==> src/design/mctt_pkg.sv <==
// ----------------------------------------------------------------------------
// mctt_pkg - shared definitions for the multi-channel timeout timer
// Channel bank sizes, field widths, request/result codes and the
// command/status structs between controller and datapath.
// ----------------------------------------------------------------------------
package mctt_pkg;

  localparam int RELOAD_CHANNELS = 12;
  localparam int LOCAL_CHANNELS  = 4;
  localparam int TOTAL_CHANNELS  = RELOAD_CHANNELS + LOCAL_CHANNELS;
  localparam int COUNT_BITS      = 16;
  localparam int CH_W            = 4;   // channel field width
  localparam int DUR_W           = 16;  // duration field width
  localparam int REM_W           = 16;  // remaining_count field width
  localparam int SUB_BITS        = 16;
  localparam int SEC_BITS        = 32;
  localparam int IDX_W           = (TOTAL_CHANNELS > 1) ? $clog2(TOTAL_CHANNELS) : 1;
  localparam int RL_W            = (RELOAD_CHANNELS > 1) ? $clog2(RELOAD_CHANNELS) : 1;
  localparam int CHK_W           = ((IDX_W > CH_W) ? IDX_W : CH_W) + 1;

  localparam logic [SUB_BITS-1:0] DIV_LIMIT_RESET = 16'd800;

  // Input request codes (s_tuser)
  typedef enum logic [1:0] {
    REQ_TICK  = 2'd0,
    REQ_START = 2'd1,
    REQ_STOP  = 2'd2
  } req_e;

  // Result codes (m_tuser)
  typedef enum logic [1:0] {
    KIND_EXPIRY = 2'd0,
    KIND_START  = 2'd1,
    KIND_STOP   = 2'd2,
    KIND_TDONE  = 2'd3
  } kind_e;

  // Datapath operations
  typedef enum logic [2:0] {
    OP_NONE  = 3'd0,
    OP_SCAN  = 3'd1,
    OP_TDONE = 3'd2,
    OP_START = 3'd3,
    OP_STOP  = 3'd4
  } op_e;

  typedef struct packed {
    logic             load;  // capture input item fields
    op_e              op;
    logic [IDX_W-1:0] idx;   // scan position
  } cmd_t;

  typedef struct packed {
    logic out_free;          // output register can take a result this cycle
  } stat_t;

endpackage

==> src/design/mctt_ctrl.sv <==
// ----------------------------------------------------------------------------
// mctt_ctrl - request sequencer
// Accepts one item at a time and steps the datapath through a tick scan
// or a single start/stop operation, pacing on output register space.
// ----------------------------------------------------------------------------
module mctt_ctrl (
  input  logic               clk,
  input  logic               rst,
  input  logic               in_valid,
  input  mctt_pkg::req_e     req_type,
  output logic               in_ready,
  input  mctt_pkg::stat_t    stat,
  output mctt_pkg::cmd_t     cmd
);

  typedef enum logic [1:0] {
    ST_IDLE,
    ST_SCAN,
    ST_TDONE,
    ST_OP
  } state_t;

  localparam logic [mctt_pkg::IDX_W-1:0] IDX_LAST =
    mctt_pkg::IDX_W'(mctt_pkg::TOTAL_CHANNELS - 1);

  state_t                       state;
  state_t                       state_next;
  logic [mctt_pkg::IDX_W-1:0]   idx;
  logic [mctt_pkg::IDX_W-1:0]   idx_next;
  mctt_pkg::op_e                pend_op;
  mctt_pkg::op_e                pend_op_next;

  always_comb begin
    state_next   = state;
    idx_next     = idx;
    pend_op_next = pend_op;
    in_ready     = 1'b0;
    cmd.load     = 1'b0;
    cmd.op       = mctt_pkg::OP_NONE;
    cmd.idx      = idx;
    case (state)
      ST_IDLE: begin
        in_ready = 1'b1;
        if (in_valid) begin
          cmd.load = 1'b1;
          case (req_type)
            mctt_pkg::REQ_TICK: begin
              idx_next   = '0;
              state_next = ST_SCAN;
            end
            mctt_pkg::REQ_START: begin
              pend_op_next = mctt_pkg::OP_START;
              state_next   = ST_OP;
            end
            mctt_pkg::REQ_STOP: begin
              pend_op_next = mctt_pkg::OP_STOP;
              state_next   = ST_OP;
            end
            default: state_next = ST_IDLE;  // reserved code: dropped
          endcase
        end
      end
      ST_SCAN: begin
        if (stat.out_free) begin
          cmd.op = mctt_pkg::OP_SCAN;
          if (idx == IDX_LAST) begin
            state_next = ST_TDONE;
          end else begin
            idx_next = idx + 1'b1;
          end
        end
      end
      ST_TDONE: begin
        if (stat.out_free) begin
          cmd.op     = mctt_pkg::OP_TDONE;
          state_next = ST_IDLE;
        end
      end
      ST_OP: begin
        if (stat.out_free) begin
          cmd.op     = pend_op;
          state_next = ST_IDLE;
        end
      end
      default: state_next = ST_IDLE;
    endcase
  end

  always_ff @(posedge clk) begin
    if (rst) begin
      state   <= ST_IDLE;
      idx     <= '0;
      pend_op <= mctt_pkg::OP_NONE;
    end else begin
      state   <= state_next;
      idx     <= idx_next;
      pend_op <= pend_op_next;
    end
  end

endmodule

==> src/design/mctt_dp.sv <==
// ----------------------------------------------------------------------------
// mctt_dp - channel bank and result datapath
// Holds channel counts, reload periods, the seconds divider and the
// output register; executes one operation per command.
// ----------------------------------------------------------------------------
module mctt_dp (
  input  logic                            clk,
  input  logic                            rst,
  input  mctt_pkg::cmd_t                  cmd,
  output mctt_pkg::stat_t                 stat,
  input  logic [mctt_pkg::CH_W-1:0]       in_channel,
  input  logic [mctt_pkg::DUR_W-1:0]      in_duration,
  input  logic                            in_periodic,
  input  logic [mctt_pkg::SUB_BITS-1:0]   div_limit,
  output logic                            out_valid,
  input  logic                            out_ready,
  output mctt_pkg::kind_e                 out_kind,
  output logic [mctt_pkg::CH_W-1:0]       out_channel,
  output logic [mctt_pkg::REM_W-1:0]      out_remaining,
  output logic [mctt_pkg::SEC_BITS-1:0]   out_uptime,
  output logic                            out_last
);

  localparam int CB = mctt_pkg::COUNT_BITS;

  logic [CB-1:0]                  counts  [mctt_pkg::TOTAL_CHANNELS];
  logic [CB-1:0]                  periods [mctt_pkg::RELOAD_CHANNELS];
  logic [mctt_pkg::SUB_BITS-1:0]  subcount;
  logic [mctt_pkg::SEC_BITS-1:0]  seconds;

  // captured item
  logic [mctt_pkg::CH_W-1:0]      chan_q;
  logic [CB-1:0]                  dur_q;
  logic                           per_q;

  logic [mctt_pkg::IDX_W-1:0]     rd_idx;
  logic [mctt_pkg::CHK_W-1:0]     rd_wide;
  logic                           in_bank;
  logic                           in_reload;
  logic [CB-1:0]                  cnt_rd;
  logic [CB-1:0]                  per_rd;
  logic [CB-1:0]                  cnt_dec;
  logic [mctt_pkg::SUB_BITS-1:0]  sub_inc;
  logic                           sec_tick;

  assign stat.out_free = !out_valid || out_ready;

  // one read port: scan position during a tick, captured channel otherwise
  always_comb begin
    if (cmd.op == mctt_pkg::OP_SCAN) begin
      rd_idx  = cmd.idx;
      rd_wide = mctt_pkg::CHK_W'(cmd.idx);
    end else begin
      rd_idx  = mctt_pkg::IDX_W'(chan_q);
      rd_wide = mctt_pkg::CHK_W'(chan_q);
    end
    in_bank   = rd_wide < mctt_pkg::CHK_W'(mctt_pkg::TOTAL_CHANNELS);
    in_reload = rd_wide < mctt_pkg::CHK_W'(mctt_pkg::RELOAD_CHANNELS);
    cnt_rd    = in_bank ? counts[rd_idx] : '0;
    per_rd    = in_reload ? periods[rd_idx[mctt_pkg::RL_W-1:0]] : '0;
    cnt_dec   = cnt_rd - 1'b1;
    sub_inc   = subcount + 1'b1;
    sec_tick  = sub_inc > div_limit;
  end

  always_ff @(posedge clk) begin
    if (cmd.load) begin
      chan_q <= in_channel;
      dur_q  <= CB'(in_duration);
      per_q  <= in_periodic;
    end
  end

  // channel bank and divider
  always_ff @(posedge clk) begin
    if (rst) begin
      for (int i = 0; i < mctt_pkg::TOTAL_CHANNELS; i++) begin
        counts[i] <= '0;
      end
      for (int i = 0; i < mctt_pkg::RELOAD_CHANNELS; i++) begin
        periods[i] <= '0;
      end
      subcount <= '0;
      seconds  <= '0;
    end else begin
      case (cmd.op)
        mctt_pkg::OP_SCAN: begin
          if (in_bank && cnt_rd != '0) begin
            counts[rd_idx] <= (cnt_dec == '0) ? per_rd : cnt_dec;
          end
        end
        mctt_pkg::OP_TDONE: begin
          if (sec_tick) begin
            subcount <= '0;
            seconds  <= seconds + 1'b1;
          end else begin
            subcount <= sub_inc;
          end
        end
        mctt_pkg::OP_START: begin
          if (in_bank) begin
            counts[rd_idx] <= dur_q + 1'b1;
          end
          if (in_reload) begin
            periods[rd_idx[mctt_pkg::RL_W-1:0]] <= per_q ? dur_q : '0;
          end
        end
        mctt_pkg::OP_STOP: begin
          if (in_bank) begin
            counts[rd_idx] <= '0;
          end
        end
        default: ;
      endcase
    end
  end

  // output register
  always_ff @(posedge clk) begin
    if (rst) begin
      out_valid <= 1'b0;
    end else begin
      case (cmd.op)
        mctt_pkg::OP_SCAN: begin
          if (in_bank && cnt_rd != '0 && cnt_dec == '0) begin
            out_valid <= 1'b1;
          end else if (out_ready) begin
            out_valid <= 1'b0;
          end
        end
        mctt_pkg::OP_TDONE, mctt_pkg::OP_START, mctt_pkg::OP_STOP: begin
          out_valid <= 1'b1;
        end
        default: begin
          if (out_ready) begin
            out_valid <= 1'b0;
          end
        end
      endcase
    end
  end

  always_ff @(posedge clk) begin
    case (cmd.op)
      mctt_pkg::OP_SCAN: begin
        if (in_bank && cnt_rd != '0 && cnt_dec == '0) begin
          out_kind      <= mctt_pkg::KIND_EXPIRY;
          out_channel   <= mctt_pkg::CH_W'(rd_idx);
          out_remaining <= '0;
          out_uptime    <= '0;
          out_last      <= 1'b0;
        end
      end
      mctt_pkg::OP_TDONE: begin
        out_kind      <= mctt_pkg::KIND_TDONE;
        out_channel   <= '0;
        out_remaining <= '0;
        out_uptime    <= sec_tick ? seconds + 1'b1 : seconds;
        out_last      <= 1'b1;
      end
      mctt_pkg::OP_START: begin
        out_kind      <= mctt_pkg::KIND_START;
        out_channel   <= chan_q;
        out_remaining <= '0;
        out_uptime    <= '0;
        out_last      <= 1'b1;
      end
      mctt_pkg::OP_STOP: begin
        out_kind      <= mctt_pkg::KIND_STOP;
        out_channel   <= chan_q;
        out_remaining <= mctt_pkg::REM_W'(cnt_rd);
        out_uptime    <= '0;
        out_last      <= 1'b1;
      end
      default: ;
    endcase
  end

endmodule

==> src/design/multi_channel_timeout_timer_top.sv <==
// ----------------------------------------------------------------------------
// multi_channel_timeout_timer_top - bank of countdown timeout channels
// Sixteen countdown channels (twelve reloadable, four one-shot local),
// driven by tick/start/stop request items, with an uptime seconds counter.
// ----------------------------------------------------------------------------
// Usage:
//   s_* stream: one request item per handshake. s_tuser is the request
//     (tick, start, stop); s_tdata carries channel, duration, periodic.
//   m_* stream: result items. m_tuser is the result kind; m_tlast marks the
//     final result of a request item.
//   APB port: register 0 (byte address 0) is second_divider_limit, 16 bits,
//     reset 800. Write it only while the block is idle.
// Sequencing:
//   Start or stop: the item is accepted, then the operation is issued once
//     the output register is free and its result is registered.
//   Tick: the item is accepted, then one channel per cycle while the output
//     register has space, as the sequencer walks the single read port of the
//     channel bank, then the tick-done result. Each expiry is emitted during the
//     walk, in channel order, before tick done.
//   A reserved request code is taken and produces no result.
// Reset: all channels idle, periods and counters zero, limit 800.
// Stall: results sit in a single output register; while it is full and
//   m_tready is low the sequencer holds its position. s_tready is high
//   only between items, so a new item may be taken while the last result
//   of the previous one still waits.
// ----------------------------------------------------------------------------
module multi_channel_timeout_timer_top (
  input  logic        clk,
  input  logic        rst,
  // request stream
  input  logic        s_tvalid,
  output logic        s_tready,
  input  logic [23:0] s_tdata,   // [3:0] channel, [19:4] duration, [20] periodic
  input  logic [1:0]  s_tuser,   // [1:0] req_type
  // result stream
  output logic        m_tvalid,
  input  logic        m_tready,
  output logic [55:0] m_tdata,   // [3:0] result_channel, [19:4] remaining_count,
                                 // [51:20] uptime_seconds
  output logic [1:0]  m_tuser,   // [1:0] result_kind
  output logic        m_tlast,
  // configuration
  input  logic        psel,
  input  logic        penable,
  input  logic        pwrite,
  input  logic [2:0]  paddr,
  input  logic [31:0] pwdata,
  output logic [31:0] prdata,
  output logic        pready
);

  mctt_pkg::cmd_t                  cmd;
  mctt_pkg::stat_t                 stat;
  mctt_pkg::kind_e                 out_kind;
  logic [mctt_pkg::CH_W-1:0]       out_channel;
  logic [mctt_pkg::REM_W-1:0]      out_remaining;
  logic [mctt_pkg::SEC_BITS-1:0]   out_uptime;
  logic [mctt_pkg::SUB_BITS-1:0]   div_limit;

  // ---- configuration register ----
  // register index is paddr / 4; only index 0 exists
  assign pready = 1'b1;

  always_ff @(posedge clk) begin
    if (rst) begin
      div_limit <= mctt_pkg::DIV_LIMIT_RESET;
    end else if (psel && penable && pwrite && !paddr[2]) begin
      div_limit <= pwdata[mctt_pkg::SUB_BITS-1:0];
    end
  end

  assign prdata = paddr[2] ? 32'd0 : 32'(div_limit);

  // ---- sequencer ----
  mctt_ctrl u_ctrl (
    .clk      (clk),
    .rst      (rst),
    .in_valid (s_tvalid),
    .req_type (mctt_pkg::req_e'(s_tuser)),
    .in_ready (s_tready),
    .stat     (stat),
    .cmd      (cmd)
  );

  // ---- channel bank / results ----
  mctt_dp u_dp (
    .clk           (clk),
    .rst           (rst),
    .cmd           (cmd),
    .stat          (stat),
    .in_channel    (s_tdata[3:0]),
    .in_duration   (s_tdata[19:4]),
    .in_periodic   (s_tdata[20]),
    .div_limit     (div_limit),
    .out_valid     (m_tvalid),
    .out_ready     (m_tready),
    .out_kind      (out_kind),
    .out_channel   (out_channel),
    .out_remaining (out_remaining),
    .out_uptime    (out_uptime),
    .out_last      (m_tlast)
  );

  assign m_tuser = out_kind;
  assign m_tdata = {4'b0000, out_uptime, out_remaining, out_channel};

  // ---- assertions ----
  // start/stop occupies the sequencer for its result cycle
  a_op_busy: assert property (@(posedge clk) disable iff (rst)
    s_tvalid && s_tready &&
    (s_tuser == mctt_pkg::REQ_START || s_tuser == mctt_pkg::REQ_STOP)
    |=> !s_tready)
    else $error("sequencer took a new item during start/stop");

  // only expiries are non-final; every other kind closes its item
  a_last_kind: assert property (@(posedge clk) disable iff (rst)
    m_tvalid |-> (m_tlast == (out_kind != mctt_pkg::KIND_EXPIRY)))
    else $error("tlast does not match result kind");

  // remaining count only on stop readback
  a_rem_stop: assert property (@(posedge clk) disable iff (rst)
    m_tvalid && out_kind != mctt_pkg::KIND_STOP |-> out_remaining == '0)
    else $error("remaining count on non-stop result");

  // a tick is not taken while a previous tick's scan is still running
  a_tick_gap: assert property (@(posedge clk) disable iff (rst)
    s_tvalid && s_tready && s_tuser == mctt_pkg::REQ_TICK |=> ##1 !s_tready)
    else $error("tick scan ended early");

endmodule

==> config.mk <==
export PLATFORM = sky130hd
export DESIGN_NAME = multi_channel_timeout_timer_top
export DESIGN_NICKNAME = d
export VERILOG_FILES = /design/src/design/mctt_pkg.sv /design/src/design/mctt_ctrl.sv /design/src/design/mctt_dp.sv /design/src/design/multi_channel_timeout_timer_top.sv
export SDC_FILE = /design/constraint.sdc
export NUM_CORES = 1
export LEC_CHECK = 0
export ABC_AREA = 1
export BUFFER_PORTS_ARGS = -buffer_cell sky130_fd_sc_hd__buf_2
export CORE_AREA = 2 2 181 271
export DETAILED_ROUTE_END_ITERATION = 16
export DIE_AREA = 0 0 183 273
export MAX_ROUTING_LAYER = met4
export PLACE_DENSITY_LB_ADDON = 0.1
export SYNTH_ARGS = -nofsm -noshare
export SYNTH_HDL_FRONTEND = slang
export SYNTH_SLANG_ARGS = --single-unit
==> constraint.sdc <==
create_clock -name clk -period 4.7 [get_ports clk]
set_clock_uncertainty 0.2 [all_clocks]
set_input_delay 0.47 -clock clk [delete_from_list [all_inputs] [get_ports clk]]
set_output_delay 0.47 -clock clk [all_outputs]
set_load 0.03 [all_outputs]
==> results of run 1 <==
==> sequential cells by signal, indices dropped and copies added (netlist names), 16 cells and up <==
name,cells
u_dp.out_uptime,32
u_dp.subcount,16
u_dp.out_remaining,16
u_dp.dur_q,16
u_dp.counts,256
div_limit,16
u_dp.seconds,32
u_dp.periods,192
==> cells by family after synthesis <==
| family | synth area share, % |
|---|---|
| fa+ha+maj | 1.133 |
| compound gates | 6.729 |
| simple gates | 24.75 |
| buf+inv | 6.333 |
| flops | 59.90 |
| xor+xnor | 1.124 |
| other cells | 0.02616 |
==> metrics by stage <==
stage / TNS [ns] / hold WS (ns) / total power (uW) / std cells
finish: 0 / 0.01821 / 19110 / 3922
global route: -0.002477 / 0.01537 / 19910 / 3922
CTS: 0 / 0.002959 / 19080 / 3917
detailed placement: 0 / 0.2518 / 14590 / 3788
global placement: 0 / 0.2462 / 14490 / 3788
floorplan: 0 / 0.2344 / 11270 / 3132
==> worst reg2reg max path: stages, from the launching register on <==
cell     delay (ns)
dfxtp_2        0.39
inv_2          0.10
nor2_8         0.17
nand2_8        0.13
o21ai_4        0.30
inv_2          0.16
nor2_2         0.27
buf_4          0.23
nand2_1        0.07
nand2_1        0.17
nor2_2         0.10
buf_4          0.16
ha_1           0.22
nand3_1        0.11
nor3_2         0.07
o21ai_4        0.52
nand4_2        0.33
nand2_1        0.14
buf_4          0.25
==> power breakdown <==
group / total, uW / leakage [uW] / switching (uW) / internal [uW]
combinational: 8160 / 0.00662 / 5780 / 2380
clock: 4500 / 0.000849 / 1950 / 2550
sequential: 6450 / 0.00592 / 219 / 6230
total: 19100 / 0.0134 / 7950 / 11200
==> path summary, 6_finish.rpt <==
path,from,cells after the start,to
worst max-delay path,u_ctrl.state[0],18,u_dp.counts[1][11]
worst min-delay path,pwdata[0],3,div_limit[0]
worst max register to register,u_ctrl.state[0],18,u_dp.counts[1][11]
worst min register to register,u_ctrl.pend_op[2],2,u_ctrl.pend_op[2]
==> layer usage <==
metal / wire [um] / GRT usage, % / part of all wire [%] / vias up
met3: 4557 / 3.212 / 5.8 / 196
met2: 41580 / 57.48 / 53 / 852
li1: - / - / - / 10597
met5: 0 / - / 0 / -
met1: 28240 / 37.13 / 36 / 10658
met4: 4429 / 16.93 / 5.6 / 0
==> placed cells by master, fill, tap and decap left out, types with 7 or more instances in the layout <==
cell | synthesis | layout
nand4_1 | 32 | 32
nor2_1 | 601 | 598
dfxtp_1 | 73 | 72
buf_2 | 44 | 119
inv_2 | 10 | 11
conb_1 | 2 | 21
buf_12 | 0 | 25
inv_1 | 205 | 204
o31ai_1 | 18 | 18
clkbuf_16 | 0 | 54
nand3_1 | 104 | 104
a22oi_1 | 10 | 10
o22ai_1 | 75 | 75
o21ai_2 | 9 | 9
nor2_4 | 8 | 8
nor4_1 | 7 | 7
nand2_1 | 863 | 862
a21oi_1 | 110 | 110
nand2_2 | 15 | 16
nand3b_1 | 7 | 7
nand4_2 | 9 | 9
buf_4 | 38 | 105
xnor2_1 | 11 | 11
o21ai_0 | 71 | 71
bufinv_16 | 0 | 8
clkinv_2 | 0 | 7
dlygate4sd3_1 | 0 | 36
ha_1 | 26 | 26
edfxtp_1 | 524 | 524
clkinv_1 | 2 | 8
nor3_1 | 29 | 27
nor2_2 | 23 | 26
xor2_1 | 24 | 24
clkbuf_1 | 90 | 7
==> layout make-up <==
cell class / instances / share of cell area, %
diodes: 5 / 0.03840
inverters: 218 / 2.519
well taps: 600 / 2.304
multi-input cells: 2124 / 30.03
clock inverters: 32 / 1.210
repair buffers: 285 / 6.889
clock buffers: 61 / 4.228
flip-flops and latches: 597 / 52.78
==> what timing repair did <==
item | 4_1_cts | 5_1_grt
gates resized for setup | 0 | 4
setup buffers | 0 | 0
hold buffers | 36 | 0
hold endpoints to repair | 36 | 0
endpoints found under the setup margin | 0 | 136
==> run metrics, run 1 <==
DIE AREA=49960 um2; clk root buf=clkbuf_16; routed wire length=78810 um; final core utilization=68.49%; worst slew pin tran=0.8098 ns; Starting DRT DRC Count=1791; antenna violations before repair=5; Yosys top cell area share=54.81%; Worst Setup End Kind=flop; Hold Path Class=primary input to flop; Period minus WS final=4.407 ns; Die Wd=183 um; final period utilization=93.77%; drt via density=5.687; CP delay by family, top=simple AND/OR/NAND/NOR gates; Wirelength per Cell=20.09 um; # DRC=0; most common cell in the netlist=nand2_1; DP Area=30430 um2; WS Path Type=flop to flop; # fillers=3839; Net count, final=3374; pin count of the biggest net entering global routing=63; final hold violations=0; synth warn=0; relative slew slack=45.88%; multi-input combinational cell area=9786 um2; Cells after Synth=3113; P_leak=0.01339 uW; clk sinks=597; Pwr Density=586.4 nW/um2; CP max stage cell=o21ai_4; CP startpoint kind=flop; Starting Density=60.34%; top_reg_cell synth=edfxtp_1; pre-CTS WS=0.06882 ns; run status=finished, final reports clean; Post-synth EDFFs=524; global route overflow=0; gr usage total=32.73%; Rows=98; design area=32580 um2; core box area=47580 um2; post-synth top area cell=edfxtp_1; clock slew at reported path FFs=0.07 ns; VDD IR-drop max=664.6 uV; CTS tree=built; fraction of layout cells with a size suffix above 1=12.96%; Final WS setup=0.2926 ns; worst path cell trace=inv_2 -> nor2_8 -> nand2_8 -> o21ai_4 -> inv_2 -> nor2_2 -> buf_4 -> nand2_1 -> nand2_1 -> nor2_2 -> buf_4 -> ha_1 -> nand3_1 -> nor3_2 -> o21ai_4 -> nand4_2 -> nand2_1 -> buf_4; synth top area cells=edfxtp_1 (55%), nand2_1 (11%), nor2_1 (7.9%); maximum single-stage delay on the critical path=0.52 ns; register area=17200 um2; Area Overhead vs Synth=13.50%; Yosys cell types=55; die height=273 um; Num CTS Buffers=54; max_cap viols=0; Synth top cells by count=nand2_1 (863), nor2_1 (601), edfxtp_1 (524); Final setup viols=0; Clock Latency Late Sink=0.60 ns; maximum fanout along the worst path=16; Worst EP required=4.78 ns; PortBufs=119; FFs w/ async S/R, synth=0%; Syn Std Cell Area=28710 um2; maximum clock insertion buffer count=3; post-detail-place hpwl=54760 um; number of global-route vias before repair=22053; routability cong.=0.9275; total iterations of the first detailed-routing run=6; Fmax=0.2269 GHz; total I/O pin count=162; synthesized area per cell=9.222 um2; register area share after synthesis=59.90%; DRT antenna net count=0; crit path DAT=4.49 ns; fin. max-slew vios=0; Max H-tree Level=2; vias=22303; first-pass GRT wire length=121700 um; #FFs+latches synth=597; CP bufs+invs=5; R2R Setup Slk=0.29 ns
(Power assumes the default switching activity.)
==> run 2, diff against run 1 <==
--- a/config.mk
+++ b/config.mk
@@ -14,2 +14,3 @@
 export PLACE_DENSITY_LB_ADDON = 0.1
+export SLEW_MARGIN = 20
 export SYNTH_ARGS = -nofsm -noshare
==> constraint.sdc (replaced) <==
create_clock -name clk -period 4.7 [get_ports clk]
set_clock_uncertainty 0.2 [all_clocks]
set_input_delay 0.235 -clock clk [delete_from_list [all_inputs] [get_ports clk]]
set_output_delay 0.235 -clock clk [all_outputs]
set_load 0.03 [all_outputs]
==> run 2 against run 1 <==
  * Combinational power is 0.9% lower
  * Critical endpoint is now u_dp.counts[1][10]
  * Largest cell class unchanged
  * Die area stayed put
  * Register-to-register slack better by 0.02 ns
  * Wire length is 0.68% lower
  * Clock power is 2% lower
  * Highest routed layer unchanged
  * Critical path type unchanged
==> run metrics, run 2 (synthesis results as in run 1) <==
WHS=0.1423 ns (was 0.01821 ns); maximum fanout along the worst path=45 (was 16); vias=22419 (was 22303); Rows=98 (unchanged); total iterations of the first detailed-routing run=6 (unchanged); Worst EP required=4.96 ns (was 4.78 ns); biggest regs=u_dp.counts x256, u_dp.periods x192 (unchanged); run status=finished, final reports clean (unchanged); # placed instances=3773 (was 3788); P_leak=0.01337 uW (was 0.01339 uW); Hold Path Class=primary input to flop (unchanged); VDD IR-drop max=607.2 uV (was 664.6 uV); die height=273 um (unchanged); total I/O pin count=162 (unchanged); Fmax=0.2281 GHz (was 0.2269 GHz); core box area=47580 um2 (unchanged); worst slew pin tran=0.8351 ns (was 0.8098 ns); CP startpoint kind=flop (unchanged); Area Overhead vs Synth=13.55% (was 13.50%); clk sinks=597 (unchanged); Starting DRT DRC Count=1739 (was 1791); # DRC=0 (unchanged); final period utilization=93.28% (was 93.77%); clock slew at reported path FFs=0.07 ns (about the same); PortBufs=119 (unchanged); pin count of the biggest net entering global routing=68 (was 63); most frequent cells in the layout=nand2_1 (861), nor2_1 (598), edfxtp_1 (524), inv_1 (204), buf_2 (119) (was nand2_1 (862), nor2_1 (598), edfxtp_1 (524), inv_1 (204), buf_2 (119)); max FFs per register=256 (unchanged); Final WS setup=0.3159 ns (was 0.2926 ns); commonest non-fill, non-tap cell in the layout=nand2_1 (unchanged); Wirelength per Cell=19.96 um (was 20.09 um); Net count, final=3373 (was 3374); Die Wd=183 um (unchanged); number of global-route vias before repair=21855 (was 22053); DRT antenna net count=0 (unchanged); gr usage total=32.04% (was 32.73%); Period minus WS final=4.384 ns (was 4.407 ns); maximum clock insertion buffer count=3 (unchanged); clk root buf=clkbuf_16 (unchanged); post-route insts no fill=3922 (unchanged); fin. max-slew vios=0 (unchanged); Num CTS Buffers=54 (unchanged); crit path DAT=4.64 ns (was 4.49 ns); first-pass GRT wire length=119200 um (was 121700 um); WS Path Type=flop to flop (unchanged); max_cap viols=0 (unchanged); DIE AREA=49960 um2 (unchanged); Pwr Density=581.3 nW/um2 (was 586.4 nW/um2); Final setup viols=0 (unchanged); antenna violations before repair=0 (was 5); drt via density=5.716 (was 5.687); Max H-tree Level=2 (unchanged); Starting Density=60.34% (unchanged); Sum Neg Setup Slack=0 ns (unchanged); CTS tree=built (unchanged); Worst Setup End Kind=flop (unchanged); final hold violations=0 (unchanged); register area=17200 um2 (unchanged); # fillers=3727 (was 3839); multi-input combinational cell area=9817 um2 (was 9786 um2); Total Power=18950 uW (was 19110 uW); fraction of layout cells with a size suffix above 1=12.41% (was 12.96%); routed wire length=78280 um (was 78810 um); global route overflow=0 (unchanged); pre-CTS WS=0.1837 ns (was 0.06882 ns); post-detail-place hpwl=53200 um (was 54760 um); hold path cells=2 (was 3); Clock Latency Late Sink=0.61 ns (was 0.60 ns); largest register by flop count=u_dp.counts (unchanged); routability cong.=0.9396 (was 0.9275); relative slew slack=44.19% (was 45.88%); r2r worst-path depth=27 (was 18)
==> run 2: worst paths after layout <==
path / start / to / slack, ns
worst max-delay path: u_ctrl.state[0] / u_dp.counts[1][10] / 0.32
worst min-delay path: s_tdata[20] / u_dp.per_q / 0.14
worst max register to register: u_ctrl.state[0] / u_dp.counts[1][10] / 0.32
worst min register to register: u_dp.seconds[12] / u_dp.seconds[12] / 0.28
==> run 2: area by class of cell <==
cell class	instances	share of cell area, %
Tap cell	600	2.303
Clock buffer	63	4.345
Sequential cell	597	52.75
Multi-Input combinational cell	2124	30.11
Clock inverter	35	1.029
Antenna cell	1	0.007676
Inverter	218	2.518
Timing Repair Buffer	284	6.932
==> run 2: timing repair <==
item                                    4_1_cts  5_1_grt
hold buffers                                 49        1
endpoints found under the setup margin        0      264
resized for setup                             0       10
setup buffers                                 0        0
endpoints found under the hold margin        52        1
==> run 2: power breakdown <==
part,leakage (uW),internal (uW),switching (uW)
Clock,0.000856,2480,1940
Combinational,0.00660,2340,5750
Sequential,0.00592,6230,214
==> run 2: metrics by stage <==
stage               utilization (%)  cell area (um2)
detailed placement            63.69            30300
global route                  68.52            32600
global placement              63.69            30300
CTS                           68.41            32550
finish                        68.52            32600
floorplan                         -            28780
==> run 2: critical path, stage by stage (launching register included) <==
cell and delay (ns):
dfxtp_2 0.39, inv_2 0.10, nor2_8 0.18, nand2_8 0.14
nand2_8 0.17, nand2_4 0.09, buf_12 0.19, nand2_1 0.09
nand2_1 0.06, nand2_1 0.06, nand2_1 0.07, nand2_1 0.06
nand2_1 0.16, nor2_2 0.24, ha_2 0.26, nand3_4 0.12
nor2_2 0.21, nand2_1 0.07, nand2_1 0.06, nand2_1 0.08
nor2_1 0.10, nand3_1 0.11, nor2_4 0.17, nand2_4 0.18
o21ai_2 0.26, nand2_2 0.09, buf_12 0.16, nor2_1 0.12
==> run 2: metal layers <==
layer	vias up	share of wire [%]	GRT usage [%]
met5	-	0	-
met4	0	5.7	16.15
met3	196	6.2	3.092
met2	883	53	57.13
met1	10755	36	35.77
li1	10585	-	-
==> run 3, diff against run 2 <==
- CORE_AREA: 2 2 181 271 -> 2 2 190 285
- DIE_AREA: 0 0 183 273 -> 0 0 192 287
- clock period: 4.7 -> 3.84 ns (I/O delays scaled with it)
==> run 3 against run 2 <==
  * The run now ends with setup timing left
  * Worst hold slack got worse by 0.14 ns
  * Global-route usage is 0.69 points higher
  * Via count rose by 6.0%
==> run metrics, run 3 (synthesis results as in run 1) <==
biggest regs=u_dp.counts x256, u_dp.periods x192 (unchanged); Num CTS Buffers=54 (unchanged); Worst EP required=3.99 ns (was 4.96 ns); final hold violations=0 (unchanged); Sum Neg Setup Slack=-22.10 ns (was 0 ns); run status=finished with violations (was finished, final reports clean); R2R Setup Slk=-0.14 ns (was 0.32 ns); relative slew slack=30.23% (was 44.19%); routability cong.=0.9424 (was 0.9396); # DRC=0 (unchanged); number of global-route vias before repair=23610 (was 21855); Max H-tree Level=2 (unchanged); WHS=0.005086 ns (was 0.1423 ns); max_cap viols=0 (unchanged); P_leak=0.01486 uW (was 0.01337 uW); Pwr Density=753.0 nW/um2 (was 581.3 nW/um2); Worst Setup End Kind=flop (unchanged); Net count, final=3594 (was 3373); Rows=103 (was 98); Period minus WS final=3.976 ns (was 4.384 ns); most frequent cells in the layout=nand2_1 (774), edfxtp_1 (524), nor2_1 (457), buf_4 (237), inv_1 (201) (was nand2_1 (861), nor2_1 (598), edfxtp_1 (524), inv_1 (204), buf_2 (119)); fraction of layout cells with a size suffix above 1=25.52% (was 12.41%); post-detail-place hpwl=58610 um (was 53200 um); commonest non-fill, non-tap cell in the layout=nand2_1 (unchanged); Area Overhead vs Synth=27.03% (was 13.55%); final period utilization=103.5% (was 93.28%); max FFs per register=256 (unchanged); capturing point of the worst reg2reg path=u_dp.counts[5][5] (was u_dp.counts[1][10]); # placed instances=4010 (was 3773); pin count of the biggest net entering global routing=67 (was 68); first-pass GRT wire length=131900 um (was 119200 um); maximum clock insertion buffer count=3 (unchanged); DP Area=32010 um2 (was 30300 um2); core box area=52580 um2 (was 47580 um2); Wirelength per Cell=20.97 um (was 19.96 um); maximum fanout along the worst path=9 (was 45); Die Wd=192 um (was 183 um); crit path capture=u_dp.counts[5][5] (was u_dp.counts[1][10]); PortBufs=119 (unchanged); routed wire length=88660 um (was 78280 um); gr usage total=32.73% (was 32.04%); global route overflow=0 (unchanged); crit path DAT=4.13 ns (was 4.64 ns); Crit. Startpoint=u_ctrl.state[1] (was u_ctrl.state[0]); failing checks=setup timing; die height=287 um (was 273 um); vias=23771 (was 22419); clock slew at reported path FFs=0.07 ns (about the same); antenna violations before repair=3 (was 0); Final setup viols=278 (was 0); Final WS setup=-0.1357 ns (was 0.3159 ns); r2r worst-path depth=25 (was 27); VDD IR-drop max=807.9 uV (was 607.2 uV); WS Path Type=flop to flop (unchanged); unrepaired setup endpoints after global routing=true; # fillers=4066 (was 3727); clk sinks=597 (unchanged); fin. max-slew vios=0 (unchanged); Starting Density=54.60% (was 60.34%); largest register by flop count=u_dp.counts (unchanged); DRT antenna net count=0 (unchanged); Starting DRT DRC Count=1644 (was 1739); worst slew pin tran=1.045 ns (was 0.8351 ns); total I/O pin count=162 (unchanged); CP startpoint kind=flop (unchanged); Hold Path Class=primary input to flop (unchanged); total iterations of the first detailed-routing run=5 (was 6); DIE AREA=55100 um2 (was 49960 um2); Fmax=0.2515 GHz (was 0.2281 GHz); CTS tree=built (unchanged); post-route insts no fill=4229 (was 3922); drt via density=5.621 (was 5.716); reg2reg start=u_ctrl.state[1] (was u_ctrl.state[0]); design area=36470 um2 (was 32600 um2); Clock Latency Late Sink=0.62 ns (was 0.61 ns); clk root buf=clkbuf_16 (unchanged)
[run 3: changes by cell type in the layout (fill, tap and decap cells not counted), moves of 37 or more]
cell,before,now
nor2_2,25,101
buf_12,24,61
nor2_4,9,74
nand2_2,17,83
buf_4,91,237
nand2_1,861,774
nor2_1,598,457
[run 3: area by class of cell]
type / count / area [um2] / area share, %
clock buffer: 66 / 1396 / 3.829
multi-input combinational: 2126 / 11220 / 30.76
sequential: 597 / 17200 / 47.17
tap: 682 / 853.3 / 2.340
clock inverter: 33 / 215.2 / 0.5901
inverter: 218 / 825.8 / 2.264
timing repair buffer: 503 / 4750 / 13.02
antenna: 4 / 10.01 / 0.02745
[run 3: report_power, final]
| group | total (uW) | internal (uW) | switching (uW) | leakage, uW |
|---|---|---|---|---|
| sequential | 7880 | 7630 | 253 | 0.00592 |
| clock | 5090 | 2710 | 2380 | 0.000798 |
| combinational | 14500 | 5370 | 9110 | 0.00814 |
[run 3: worst max-delay path, stage by stage, from the launching register on]
cell	delay, ns
dfxtp_1	0.36
nor2_8	0.22
nand2_8	0.13
nand2_8	0.11
nand2_8	0.09
buf_12	0.16
buf_12	0.14
nand2_2	0.04
nand2_1	0.06
nand2_1	0.07
nand2_1	0.07
nand2_2	0.09
nand2_4	0.08
nor2_4	0.22
nand3_4	0.14
buf_6	0.15
buf_4	0.13
nor2_4	0.11
xor2_2	0.24
nor2_4	0.11
buf_6	0.14
nand3_2	0.07
nand3_2	0.09
nand2_4	0.12
bufbuf_16	0.29
nor2_1	0.05
[run 3: per-stage QoR]
| step | util, % | total power, uW | worst slack, ns |
|---|---|---|---|
| 6_report | 69.36 | 27460 | -0.1357 |
| 5_1_grt | 69.35 | 28440 | -0.2939 |
| 4_1_cts | 67.26 | 26520 | -0.1212 |
| 3_5_place_dp | 60.87 | 19410 | -0.3894 |
| 3_3_place_gp | 60.87 | 19330 | -0.3138 |
| 2_1_floorplan | - | 13810 | -0.03446 |
[run 3: what timing repair did]
item / 4_1_cts / 5_1_grt
setup buffers: 33 / 21
gates resized for setup: 168 / 248
endpoints found under the setup margin: 595 / 648
hold endpoints to repair: 66 / 0
pin swaps: 24 / 72
hold buffers: 49 / 0
cloned: 14 / 4
[run 3: how the worst min path moves through the flow]
stage                     start          endpoint  slack (ns)  cells past startpoint
floorplan            s_tdata[0]    u_dp.chan_q[0]        0.09                      0
global placement    s_tdata[19]    u_dp.dur_q[15]        0.17                      1
detailed placement  s_tdata[19]    u_dp.dur_q[15]        0.17                      1
CTS                         rst  u_dp.seconds[10]        0.04                      3
global route           m_tready    u_dp.out_valid        0.03                      5
finish                 m_tready    u_dp.out_valid       0.005                      5
[run 3: per-layer routing]
metal | wire [um] | vias up | track usage [%]
met1 | 31550 | 11505 | 36.11
li1 | - | 11068 | -
met4 | 5924 | 0 | 19.81
met3 | 4812 | 267 | 3.150
met5 | 0 | - | -
met2 | 46380 | 931 | 57.00
